==> config.mk <==
export PLATFORM = sky130hd
export DESIGN_NAME = wildcard_rule_list_matcher_core
export DESIGN_NICKNAME = d
export VERILOG_FILES = /design/src/hw/rtl/wrlm_pkg.sv /design/src/hw/rtl/wildcard_rule_list_matcher_core.sv
export SDC_FILE = /design/constraint.sdc
export NUM_CORES = 2
export LEC_CHECK = 0
export BUFFER_PORTS_ARGS = -buffer_cell sky130_fd_sc_hd__buf_2
export CAP_MARGIN = 15
export CORE_MARGIN = 4
export CORE_UTILIZATION = 60
export CTS_CLUSTER_DIAMETER = 150
export DETAILED_ROUTE_END_ITERATION = 8
export PLACE_DENSITY = 0.74
export SLEW_MARGIN = 20
export SYNTH_ARGS = -nofsm -noshare
export SYNTH_HDL_FRONTEND = slang
export SYNTH_SLANG_ARGS = --single-unit
==> constraint.sdc <==
create_clock -name clk -period 24.5 [get_ports clk]
set_input_delay 3.675 -clock clk [delete_from_list [all_inputs] [get_ports clk]]
set_output_delay 3.675 -clock clk [all_outputs]
set_load 0.01 [all_outputs]
==> src/hw/rtl/wrlm_pkg.sv <==
package wrlm_pkg;

  localparam int MAX_RULES_DEF    = 8;
  localparam int MAX_RULE_LEN_DEF = 32;

  localparam int CHAR_W     = 8;
  localparam int KIND_W     = 3;
  localparam int RESULT_INDEX_W = 3;

  localparam logic [CHAR_W-1:0] STAR_BYTE = 8'h2A;
  localparam logic [CHAR_W-1:0] DENY_BYTE = 8'h2D;

  typedef enum logic [KIND_W-1:0] {
    KIND_CLEAR     = 3'd0,
    KIND_RULE_BYTE = 3'd1,
    KIND_RULE_END  = 3'd2,
    KIND_NAME_BYTE = 3'd3,
    KIND_NAME_END  = 3'd4
  } kind_t;

endpackage

==> src/hw/rtl/wildcard_rule_list_matcher_core.sv <==
// Ordered wildcard rule list matcher. Rules are loaded one byte per transaction; a leading '-'
// makes a rule a deny rule, '*' matches any run of bytes (also an empty one) and every other
// byte matches itself. Name bytes then stream in and each one advances a match column for every
// loaded rule. The end-of-name transaction produces one result: the verdict of the
// lowest-numbered matching rule, its index, and a sticky flag telling that a rule was too
// long or that too many rules were loaded. Every transaction passes through an input register
// and one pass of logic into the state and result registers, so one transaction is taken per
// clock cycle; the only back pressure is a held result while another end of name is waiting.
// The result is registered when its end-of-name transaction leaves the input register.
module wildcard_rule_list_matcher_core #(
  parameter int MAX_RULES    = wrlm_pkg::MAX_RULES_DEF,
  parameter int MAX_RULE_LEN = wrlm_pkg::MAX_RULE_LEN_DEF
) (
  input  logic                                clk,
  input  logic                                rst_n,
  input  logic                                in_valid,
  output logic                                in_stall,
  input  logic [wrlm_pkg::KIND_W-1:0]         in_kind,
  input  logic [wrlm_pkg::CHAR_W-1:0]         in_char_value,
  output logic                                out_valid,
  input  logic                                out_stall,
  output logic                                out_allowed,
  output logic                                out_matched,
  output logic [wrlm_pkg::RESULT_INDEX_W-1:0] out_rule_index,
  output logic                                out_rules_truncated
);

  localparam int CNT_W = $clog2(MAX_RULES + 1);
  localparam int POS_W = $clog2(MAX_RULE_LEN + 1);
  localparam int COL_W = MAX_RULE_LEN + 1;

  logic                          s1_valid_r;
  logic [wrlm_pkg::KIND_W-1:0]   s1_kind_r;
  logic [wrlm_pkg::CHAR_W-1:0]   s1_char_r;
  logic                          s1_adv;
  logic                          s1_fire;

  logic [wrlm_pkg::CHAR_W-1:0]   text_r [MAX_RULES][MAX_RULE_LEN];
  logic                          star_r [MAX_RULES][MAX_RULE_LEN];
  logic [POS_W-1:0]              len_r  [MAX_RULES];
  logic                          deny_r [MAX_RULES];
  logic                          bad_r  [MAX_RULES];
  logic [COL_W-1:0]              col_r  [MAX_RULES];
  logic [CNT_W-1:0]              count_r;
  logic [POS_W-1:0]              pos_r;
  logic                          overflow_r;

  logic [COL_W-1:0]              col_adv [MAX_RULES];
  logic [MAX_RULES-1:0]          hit;
  logic                          found;
  logic                          allow;
  logic [wrlm_pkg::RESULT_INDEX_W-1:0] idx;

  logic                          out_valid_r;
  logic                          out_allowed_r;
  logic                          out_matched_r;
  logic [wrlm_pkg::RESULT_INDEX_W-1:0] out_rule_index_r;
  logic                          out_rules_truncated_r;

  logic                          full;
  logic                          slot_deny;

  assign s1_adv   = (s1_kind_r != wrlm_pkg::KIND_NAME_END) || !out_valid_r || !out_stall;
  assign s1_fire  = s1_valid_r && s1_adv;
  assign in_stall = s1_valid_r && !s1_adv;

  always_ff @(posedge clk) begin
    if (!rst_n) begin
      s1_valid_r <= 1'b0;
    end else if (!in_stall) begin
      s1_valid_r <= in_valid;
    end
  end

  always_ff @(posedge clk) begin
    if (in_valid && !in_stall) begin
      s1_kind_r <= in_kind;
      s1_char_r <= in_char_value;
    end
  end

  assign full = (count_r >= CNT_W'(MAX_RULES));

  always_comb begin
    slot_deny = 1'b0;
    for (int r = 0; r < MAX_RULES; r++) begin
      if (count_r == CNT_W'(r)) begin
        slot_deny = deny_r[r];
      end
    end
  end

  // Star closure followed by one byte step, per rule.
  always_comb begin
    logic [COL_W-1:0] clo;
    logic [COL_W-1:0] nxt;
    logic             active;
    for (int r = 0; r < MAX_RULES; r++) begin
      clo = col_r[r];
      for (int i = 0; i < MAX_RULE_LEN; i++) begin
        if ((POS_W'(i) < len_r[r]) && star_r[r][i] && clo[i]) begin
          clo[i+1] = 1'b1;
        end
      end
      nxt = '0;
      for (int i = 0; i < MAX_RULE_LEN; i++) begin
        if (POS_W'(i) < len_r[r]) begin
          if (star_r[r][i]) begin
            nxt[i+1] = clo[i] | nxt[i] | clo[i+1];
          end else begin
            nxt[i+1] = (text_r[r][i] == s1_char_r) && clo[i];
          end
        end
      end
      col_adv[r] = nxt;
      active = (CNT_W'(r) < count_r) && (len_r[r] != '0) && !bad_r[r];
      hit[r] = 1'b0;
      for (int j = 0; j < COL_W; j++) begin
        if (len_r[r] == POS_W'(j)) begin
          hit[r] = active && clo[j];
        end
      end
    end
  end

  always_comb begin
    found = 1'b0;
    allow = 1'b0;
    idx   = '0;
    for (int r = 0; r < MAX_RULES; r++) begin
      if (hit[r] && !found) begin
        found = 1'b1;
        allow = !deny_r[r];
        idx   = wrlm_pkg::RESULT_INDEX_W'(r);
      end
    end
  end

  always_ff @(posedge clk) begin
    if (!rst_n) begin
      count_r    <= '0;
      pos_r      <= '0;
      overflow_r <= 1'b0;
      for (int r = 0; r < MAX_RULES; r++) begin
        len_r[r]  <= '0;
        deny_r[r] <= 1'b0;
        bad_r[r]  <= 1'b0;
        col_r[r]  <= COL_W'(1);
      end
    end else if (s1_fire) begin
      case (s1_kind_r)
        wrlm_pkg::KIND_CLEAR: begin
          count_r    <= '0;
          pos_r      <= '0;
          overflow_r <= 1'b0;
          for (int r = 0; r < MAX_RULES; r++) begin
            len_r[r]  <= '0;
            deny_r[r] <= 1'b0;
            bad_r[r]  <= 1'b0;
            col_r[r]  <= COL_W'(1);
          end
        end
        wrlm_pkg::KIND_RULE_BYTE: begin
          if (full) begin
            overflow_r <= 1'b1;
          end else if (pos_r == '0 && !slot_deny && s1_char_r == wrlm_pkg::DENY_BYTE) begin
            for (int r = 0; r < MAX_RULES; r++) begin
              if (count_r == CNT_W'(r)) begin
                deny_r[r] <= 1'b1;
              end
            end
          end else if (pos_r >= POS_W'(MAX_RULE_LEN)) begin
            overflow_r <= 1'b1;
            for (int r = 0; r < MAX_RULES; r++) begin
              if (count_r == CNT_W'(r)) begin
                bad_r[r] <= 1'b1;
              end
            end
          end else begin
            pos_r <= pos_r + POS_W'(1);
          end
        end
        wrlm_pkg::KIND_RULE_END: begin
          if (full) begin
            overflow_r <= 1'b1;
          end else begin
            for (int r = 0; r < MAX_RULES; r++) begin
              if (count_r == CNT_W'(r)) begin
                len_r[r] <= pos_r;
                col_r[r] <= COL_W'(1);
              end
            end
            count_r <= count_r + CNT_W'(1);
            pos_r   <= '0;
          end
        end
        wrlm_pkg::KIND_NAME_BYTE: begin
          for (int r = 0; r < MAX_RULES; r++) begin
            if (CNT_W'(r) < count_r) begin
              col_r[r] <= col_adv[r];
            end
          end
        end
        wrlm_pkg::KIND_NAME_END: begin
          for (int r = 0; r < MAX_RULES; r++) begin
            col_r[r] <= COL_W'(1);
          end
        end
        default: begin
        end
      endcase
    end
  end

  // Rule text holds no reset; only bytes below a rule's stored length are consulted.
  always_ff @(posedge clk) begin
    if (s1_fire && s1_kind_r == wrlm_pkg::KIND_RULE_BYTE && !full &&
        !(pos_r == '0 && !slot_deny && s1_char_r == wrlm_pkg::DENY_BYTE) &&
        pos_r < POS_W'(MAX_RULE_LEN)) begin
      for (int r = 0; r < MAX_RULES; r++) begin
        for (int i = 0; i < MAX_RULE_LEN; i++) begin
          if (count_r == CNT_W'(r) && pos_r == POS_W'(i)) begin
            text_r[r][i] <= s1_char_r;
            star_r[r][i] <= (s1_char_r == wrlm_pkg::STAR_BYTE);
          end
        end
      end
    end
  end

  always_ff @(posedge clk) begin
    if (!rst_n) begin
      out_valid_r <= 1'b0;
    end else if (s1_fire && s1_kind_r == wrlm_pkg::KIND_NAME_END) begin
      out_valid_r <= 1'b1;
    end else if (!out_stall) begin
      out_valid_r <= 1'b0;
    end
  end

  always_ff @(posedge clk) begin
    if (s1_fire && s1_kind_r == wrlm_pkg::KIND_NAME_END) begin
      out_allowed_r         <= allow;
      out_matched_r         <= found;
      out_rule_index_r      <= idx;
      out_rules_truncated_r <= overflow_r;
    end
  end

  assign out_valid           = out_valid_r;
  assign out_allowed         = out_allowed_r;
  assign out_matched         = out_matched_r;
  assign out_rule_index      = out_rule_index_r;
  assign out_rules_truncated = out_rules_truncated_r;

  a_count_range: assert property (@(posedge clk) disable iff (!rst_n)
    count_r <= CNT_W'(MAX_RULES))
    else $error("Rule count beyond the rule limit.");

  a_pos_range: assert property (@(posedge clk) disable iff (!rst_n)
    pos_r <= POS_W'(MAX_RULE_LEN))
    else $error("Load position beyond the rule length limit.");

  a_stall_cause: assert property (@(posedge clk) disable iff (!rst_n)
    in_stall |-> (out_valid_r && out_stall && s1_kind_r == wrlm_pkg::KIND_NAME_END))
    else $error("Input stalled without a held result and a waiting end of name.");

  a_result_follows: assert property (@(posedge clk) disable iff (!rst_n)
    (s1_fire && s1_kind_r == wrlm_pkg::KIND_NAME_END) |=> out_valid_r)
    else $error("End of name did not produce a result.");

  a_no_match_fields: assert property (@(posedge clk) disable iff (!rst_n)
    (out_valid_r && !out_matched_r) |-> (out_rule_index_r == '0 && !out_allowed_r))
    else $error("Result without a match carries a rule index or an allow.");

endmodule
# == Word level (Yosys, flattened, before mapping) ==
# Memories as Yosys holds them, arrays and structs flattened.
# Cells that the tools add are included.
# op_classes
n_addsub,2
magnitude_cmp,267
eq_ne,565
n_mux,2166
bitwise,584
reduce_logical,1393
# op_table
cell,n
$mux 1,2064
$eq 8x8->1,256
$mux 256,7
$reduce_or 256->1,7
$logic_and 1x1->1,1321
$mux 33,32
$eq 6x5->1 const B,144
$lt 5x6->1 const A,128
$mux 32,21
$or 1x1->1,584
$eq 6x4->1 const B,72
$lt 4x6->1 const A,64
$reduce_or 32->1,7
$eq 6x3->1 const B,36
$lt 3x6->1 const A,32
$mux 6,20
$eq 6x2->1 const B,18
$lt 1x6->1 const A,16
$lt 2x6->1 const A,16
$eq 6x1->1 const B,9
$logic_not 6->1,9
$eq 6x6->1 const B,8
$mux 3,16
$reduce_bool 6->1,8
34 further kinds,82
# word_totals
register_bits,30
mem_bits_rw,2632
memories,6
# mem_list
name,depth,width,rd,rd_clocked_by_memory_dff,write_ports,line_no,text
text_r,8,256,8,0,1,wildcard_rule_list_matcher_core.sv:38,logic [wrlm_pkg::CHAR_W-1:0] text_r [MAX_RULES][MAX_RULE_LEN];
col_r,8,33,8,0,8,wildcard_rule_list_matcher_core.sv:43,logic [COL_W-1:0] col_r [MAX_RULES];
star_r,8,32,8,0,1,wildcard_rule_list_matcher_core.sv:39,logic star_r [MAX_RULES][MAX_RULE_LEN];
len_r,8,6,8,0,8,wildcard_rule_list_matcher_core.sv:40,logic [POS_W-1:0] len_r [MAX_RULES];
bad_r,8,1,8,0,8,wildcard_rule_list_matcher_core.sv:42,logic bad_r [MAX_RULES];
deny_r,8,1,8,0,8,wildcard_rule_list_matcher_core.sv:41,logic deny_r [MAX_RULES];

# == Longest topological paths before layout ==
# An unclocked memory read counts as a cell.
# logic_depth
depth_word,134
mapped_depth,23

# == Worst setup path after synthesis ==
# No wires, ideal clock.
# synth_timing
kind,register -> register
start,register s1_char_r[1] (netlist bit)
end,memory star_r[0][0] (netlist bit) (data pin)
setup_time_ps,873
t_arrival_ps,10276
required_time_ps,23627
path_slack_ps,13351
path_stages_with_launch,16
synth_period_minus_slack_ps,11149
path_cell_list,edfxtp_1 -> buf_2 -> buf_2 -> buf_2 -> buf_2 -> buf_4 -> buf_4 -> buf_4 -> buf_4 -> buf_4 -> buf_4 -> buf_2 -> buf_2 -> buf_4 -> buf_2 -> and3_1
# synth_via
elab_chain_cells,14
# synth_lines
element,line_no,text
from (decl),wildcard_rule_list_matcher_core.sv:34,logic [wrlm_pkg::CHAR_W-1:0] s1_char_r;
from (signal assigned),wildcard_rule_list_matcher_core.sv:78,s1_char_r <= in_char_value;
$eq 8x6->1,wildcard_rule_list_matcher_core.sv:218,!(pos_r == '0 && !slot_deny && s1_char_r == wrlm_pkg::DENY_BYTE) &&
$logic_and 1x1->1,wildcard_rule_list_matcher_core.sv:218,
$logic_not 1->1,wildcard_rule_list_matcher_core.sv:218,
$logic_and 1x1->1,wildcard_rule_list_matcher_core.sv:217,if (s1_fire && s1_kind_r == wrlm_pkg::KIND_RULE_BYTE && !full &&
$logic_and 1x1->1,wildcard_rule_list_matcher_core.sv:218,
$mux 1,wildcard_rule_list_matcher_core.sv:217,
$mux 1 (not written as such),wildcard_rule_list_matcher_core.sv:224,star_r[r][i] <= (s1_char_r == wrlm_pkg::STAR_BYTE);
$reduce_or 32->1 (no source line),--,
$mux 32 (no source line) (5 in series),--,
$mux 32 (no source line) *,--,
to (decl),wildcard_rule_list_matcher_core.sv:39,
# Mark *: on every way between the ends. The rest lies on a longest branch, timed or not.

# == Worst setup path in the final report ==
# layout_timing
start,input out_stall
end,output in_stall
# layout_via
elab_chain_cells,4
# layout_lines
element,line_no,text
from (decl),wildcard_rule_list_matcher_core.sv:21,"input logic out_stall,"
$logic_not 1->1,--,
$logic_or 1x1->1,wildcard_rule_list_matcher_core.sv:63,assign s1_adv = (s1_kind_r != wrlm_pkg::KIND_NAME_END) || !out_valid_r || !out_stall;
$logic_not 1->1,wildcard_rule_list_matcher_core.sv:65,assign in_stall = s1_valid_r && !s1_adv;
$logic_and 1x1->1,wildcard_rule_list_matcher_core.sv:65,
to (decl),wildcard_rule_list_matcher_core.sv:17,"output logic in_stall,"
# No other way between the ends.

==> key figures <==
STA
  – Setup TNS: 0 ns
  – RSZ-0062 raised after global routing: no
  – Tcrit/Tclk final: 33.5%
  – Slew margin rel.: 18.6%
  – Slew Limit Fails: 0
  – Final hold vios: 0
  – Worst hold slack: 0.463 ns
  – Minimum clock period: 8.21 ns
  – Final setup viols: 0
  – Least-Margin Pin Slew: 1.22 ns
  – Layout Skew: 0.0852 ns
  – Final worst slack: 16.29 ns
  – Fmax: 122 MHz

Final layout
  – Post-route design area: 140000 sq um
  – # fillers: 15.3k
  – Nets: 10.4k
  – Layout cells sized above 1: 7.50%
  – Area Growth Syn to Fin: 9.23%

Worst setup path
  – Startpoint types: input pin
  – Critical path required time: 20.82 ns
  – Crit path max fanout: 3
  – Crit end category: output pin
  – R2R setup slack: 17.40 ns
  – Worst-path cell chain: buf_2 > nand2_1 > nor2_1 > and2_1 > buf_2
  – Worst reg2reg path depth: 21
  – CP Class: input pin to output pin
  – Arrival time worst endpoint: 4.53 ns
  – Reg2reg end: col_r[0][32]
  – Critical R2R Launch: s1_char_r[5]
  – Max incr delay on CP: 0.25 ns
  – Top cell by count, worst path: buf_2
  – CP max stage cell: buf_2

Power
  – Switching Power: 2210 uW
  – Comb power frac: 6.8%
  – Power Density: 70.1 nW/um^2
  – Power Internal: 7620 uW
  – Switch share: 22.5%
  – P_leak: 0.0448 uW
  – Worst VDD drop: 0.0790 mV
  – Clock power share: 42.0%
  – Register share of total power: 51.2%

Placement
  – Place WS: 16.31 ns
  – Port buffer count: 22
  – Routability Congestion: 0.946
  – Detailed placer's ending HPWL: 206000 microns
  – Post-placement cell area: 131000 sq um

Floorplan
  – Die Ht: 470 microns
  – Rows: 169
  – # IOs: 23
  – Die W: 470 microns
  – Die Area: 221000 sq um
  – Starting Density: 60.4%
  – Core area: 212000 sq um

Clock network
  – Postcts setup bufs: 0
  – Root Buffer: clkbuf_16
  – Clk buf depth: 4
  – Clock buffer count from CTS: 290
  – Worst-Skew Late Latency: 0.97 ns
  – H-tree Lvls: 5
  – Sink Count: 2662
  – Reg clk slew, reported paths: 0.06 ns
  – Hold_buf cts: 0
  – CTS tree: yes
  – Post-cts sizing count: 0

Logic synthesis
  – Syn avg cell area: 12.4 sq um
  – Unique masters post-synth: 115
  – Mapped Nets: 10.4k
  – Mapped Cells: 10.4k
  – Register bit count reported by yosys: 2662
  – Async set or reset register ratio after synthesis: 0%
  – Synth Cell Area: 128000 sq um
  – Top FF cell, synth: edfxtp_1
  – Synth warnings: 0
  – Post-synth EDFFs: 2504
  – Sequential-to-total area share from yosys stat: 61.1%

Global route
  – Overflow after GRT: 0
  – First-pass GRT wire length: 508000 microns
  – Number of global-route vias before repair: 84.0k
  – Tot GR Track Use: 29.5%
  – Largest net degree at the start of global routing: 140
  – Antenna violations before repair: 25

Hold path
  – Hold path endpoint: overflow_r
  – Tightest Hold Check Type: flop to flop
  – Hold Startpoint: overflow_r
  – WHS Path Cells: 2

Detailed routing
  – Drt pass-1 iters: 9
  – Final WL: 333000 microns
  – Drt drc: 11
  – Via count: 86.7k
  – Antenna Nets Post-Route: 0
  – Drt wl/cell: 24.8 microns
  – Vias per cell: 6.45
  – Drt first-iter violations: 9608

Status
  – Status: finished with violations
  – Failing checks: DRC

Flow run
  – Max-cap viol count: 0
==> sequential cells by signal, summed over array words and instances, names as in the netlist, 3 cells and up <==
signal          count
s1_kind_r           3
star_r            256
col_r             264
count_r             4
out_rule_index      3
len_r              48
text_r           2048
pos_r               6
deny_r              8
bad_r               8
s1_char_r           8
==> cells in the mapped netlist, types with 71 or more instances <==
cell,count,area share [%]
a211oi_1,75,0.44
a21o_1,75,0.44
a21oi_1,466,1.8
a31oi_1,170,0.83
and2_1,93,0.45
buf_2,154,0.60
buf_4,86,0.50
clkbuf_1,217,0.64
dfxtp_1,158,2.5
edfxtp_1,2504,59
inv_1,167,0.49
nand2_1,504,1.5
nand2b_1,92,0.45
nand3_1,185,0.72
nand4_1,290,1.4
nor2_1,904,2.6
nor2b_1,71,0.35
nor3_1,213,0.83
nor4_1,310,1.5
o211ai_1,92,0.54
o21ai_0,305,1.2
o31ai_1,79,0.46
xnor2_1,1011,6.9
xor2_1,1040,7.1
==> final cells by class <==
type                            count  area [sq um]  area share, %
Antenna cell                       21          52.6         0.0375
Clock buffer                      361          7670           5.48
Clock inverter                    137          1170          0.834
Inverter                          172           646          0.461
Multi-Input combinational cell   7049         47000           33.6
Sequential cell                  2662         78400           55.9
Tap cell                         2821          3530           2.52
Timing Repair Buffer              212          1650           1.18
==> power groups by stage <==
stage / logic (uW) / clock network [uW] / registers (uW)
final: 665 / 4130 / 5030
after global routing: 721 / 4380 / 5030
after CTS: 665 / 4180 / 5030
after detailed placement: 660 / 0 / 5130
after global placement: 637 / 0 / 5130
after floorplan: 449 / 0 / 5170
==> routing by layer <==
layer  track usage [%]  share of wire (%)
met4              13.0                4.5
met1              41.0                 41
met3              6.38                9.4
met2              45.1                 45
met5                 0              0.053
==> how the worst max path moves through the flow <==
stage / start / endpoint / slack [ns] / cells after the start
6_report: out_stall / in_stall / 16.29 / 5
5_1_grt: out_stall / in_stall / 16.24 / 5
4_1_cts: out_stall / in_stall / 16.31 / 5
3_5_place_dp: out_stall / in_stall / 16.31 / 5
3_3_place_gp: out_stall / in_stall / 16.30 / 5
2_1_floorplan: s1_char_r[1] / star_r[0][0] / 13.35 / 15
==> cells by family (layout without fill, tap and decap cells) <==
| logic type | after synthesis | count (layout) | synth area share (%) |
|---|---|---|---|
| AND/OR/NAND/NOR | 2992 | 2992 | 11.7 |
| flip-flops | 2662 | 2662 | 61.1 |
| XOR/XNOR | 2051 | 2051 | 14.0 |
| AO/OA/AOI/OAI | 1995 | 1995 | 10.7 |
| buffers and inverters | 667 | 882 | 2.36 |
| adder cells (fa/ha/maj) | 7 | 7 | 0.0683 |
| multiplexers | 4 | 4 | 0.0410 |
| other | 0 | 21 | 0 |
==> through the flow <==
stage	util (%)	power, uW	cells
final	66.0	9820	13435
after global routing	66.0	10100	13417
after CTS	65.9	9880	13414
after detailed placement	61.8	5790	12916
after global placement	61.8	5760	12916
after floorplan	-	5620	10378
==> placed cells by master (no fill, tap or decap), drive strengths merged, types with 214 or more instances in the layout <==
master	instances
a21oi	467
clkbuf	361
edfxtp	2504
nand2	504
nand4	290
nor2	904
nor3	214
nor4	312
o21ai	347
xnor2	1011
xor2	1040
==> critical path: cells and delay by family <==
kind / cells / cell delay, ns
AND/OR/NAND/NOR: 3 / 0.45
buffers and inverters: 2 / 0.41
(Power assumes the default switching activity.)
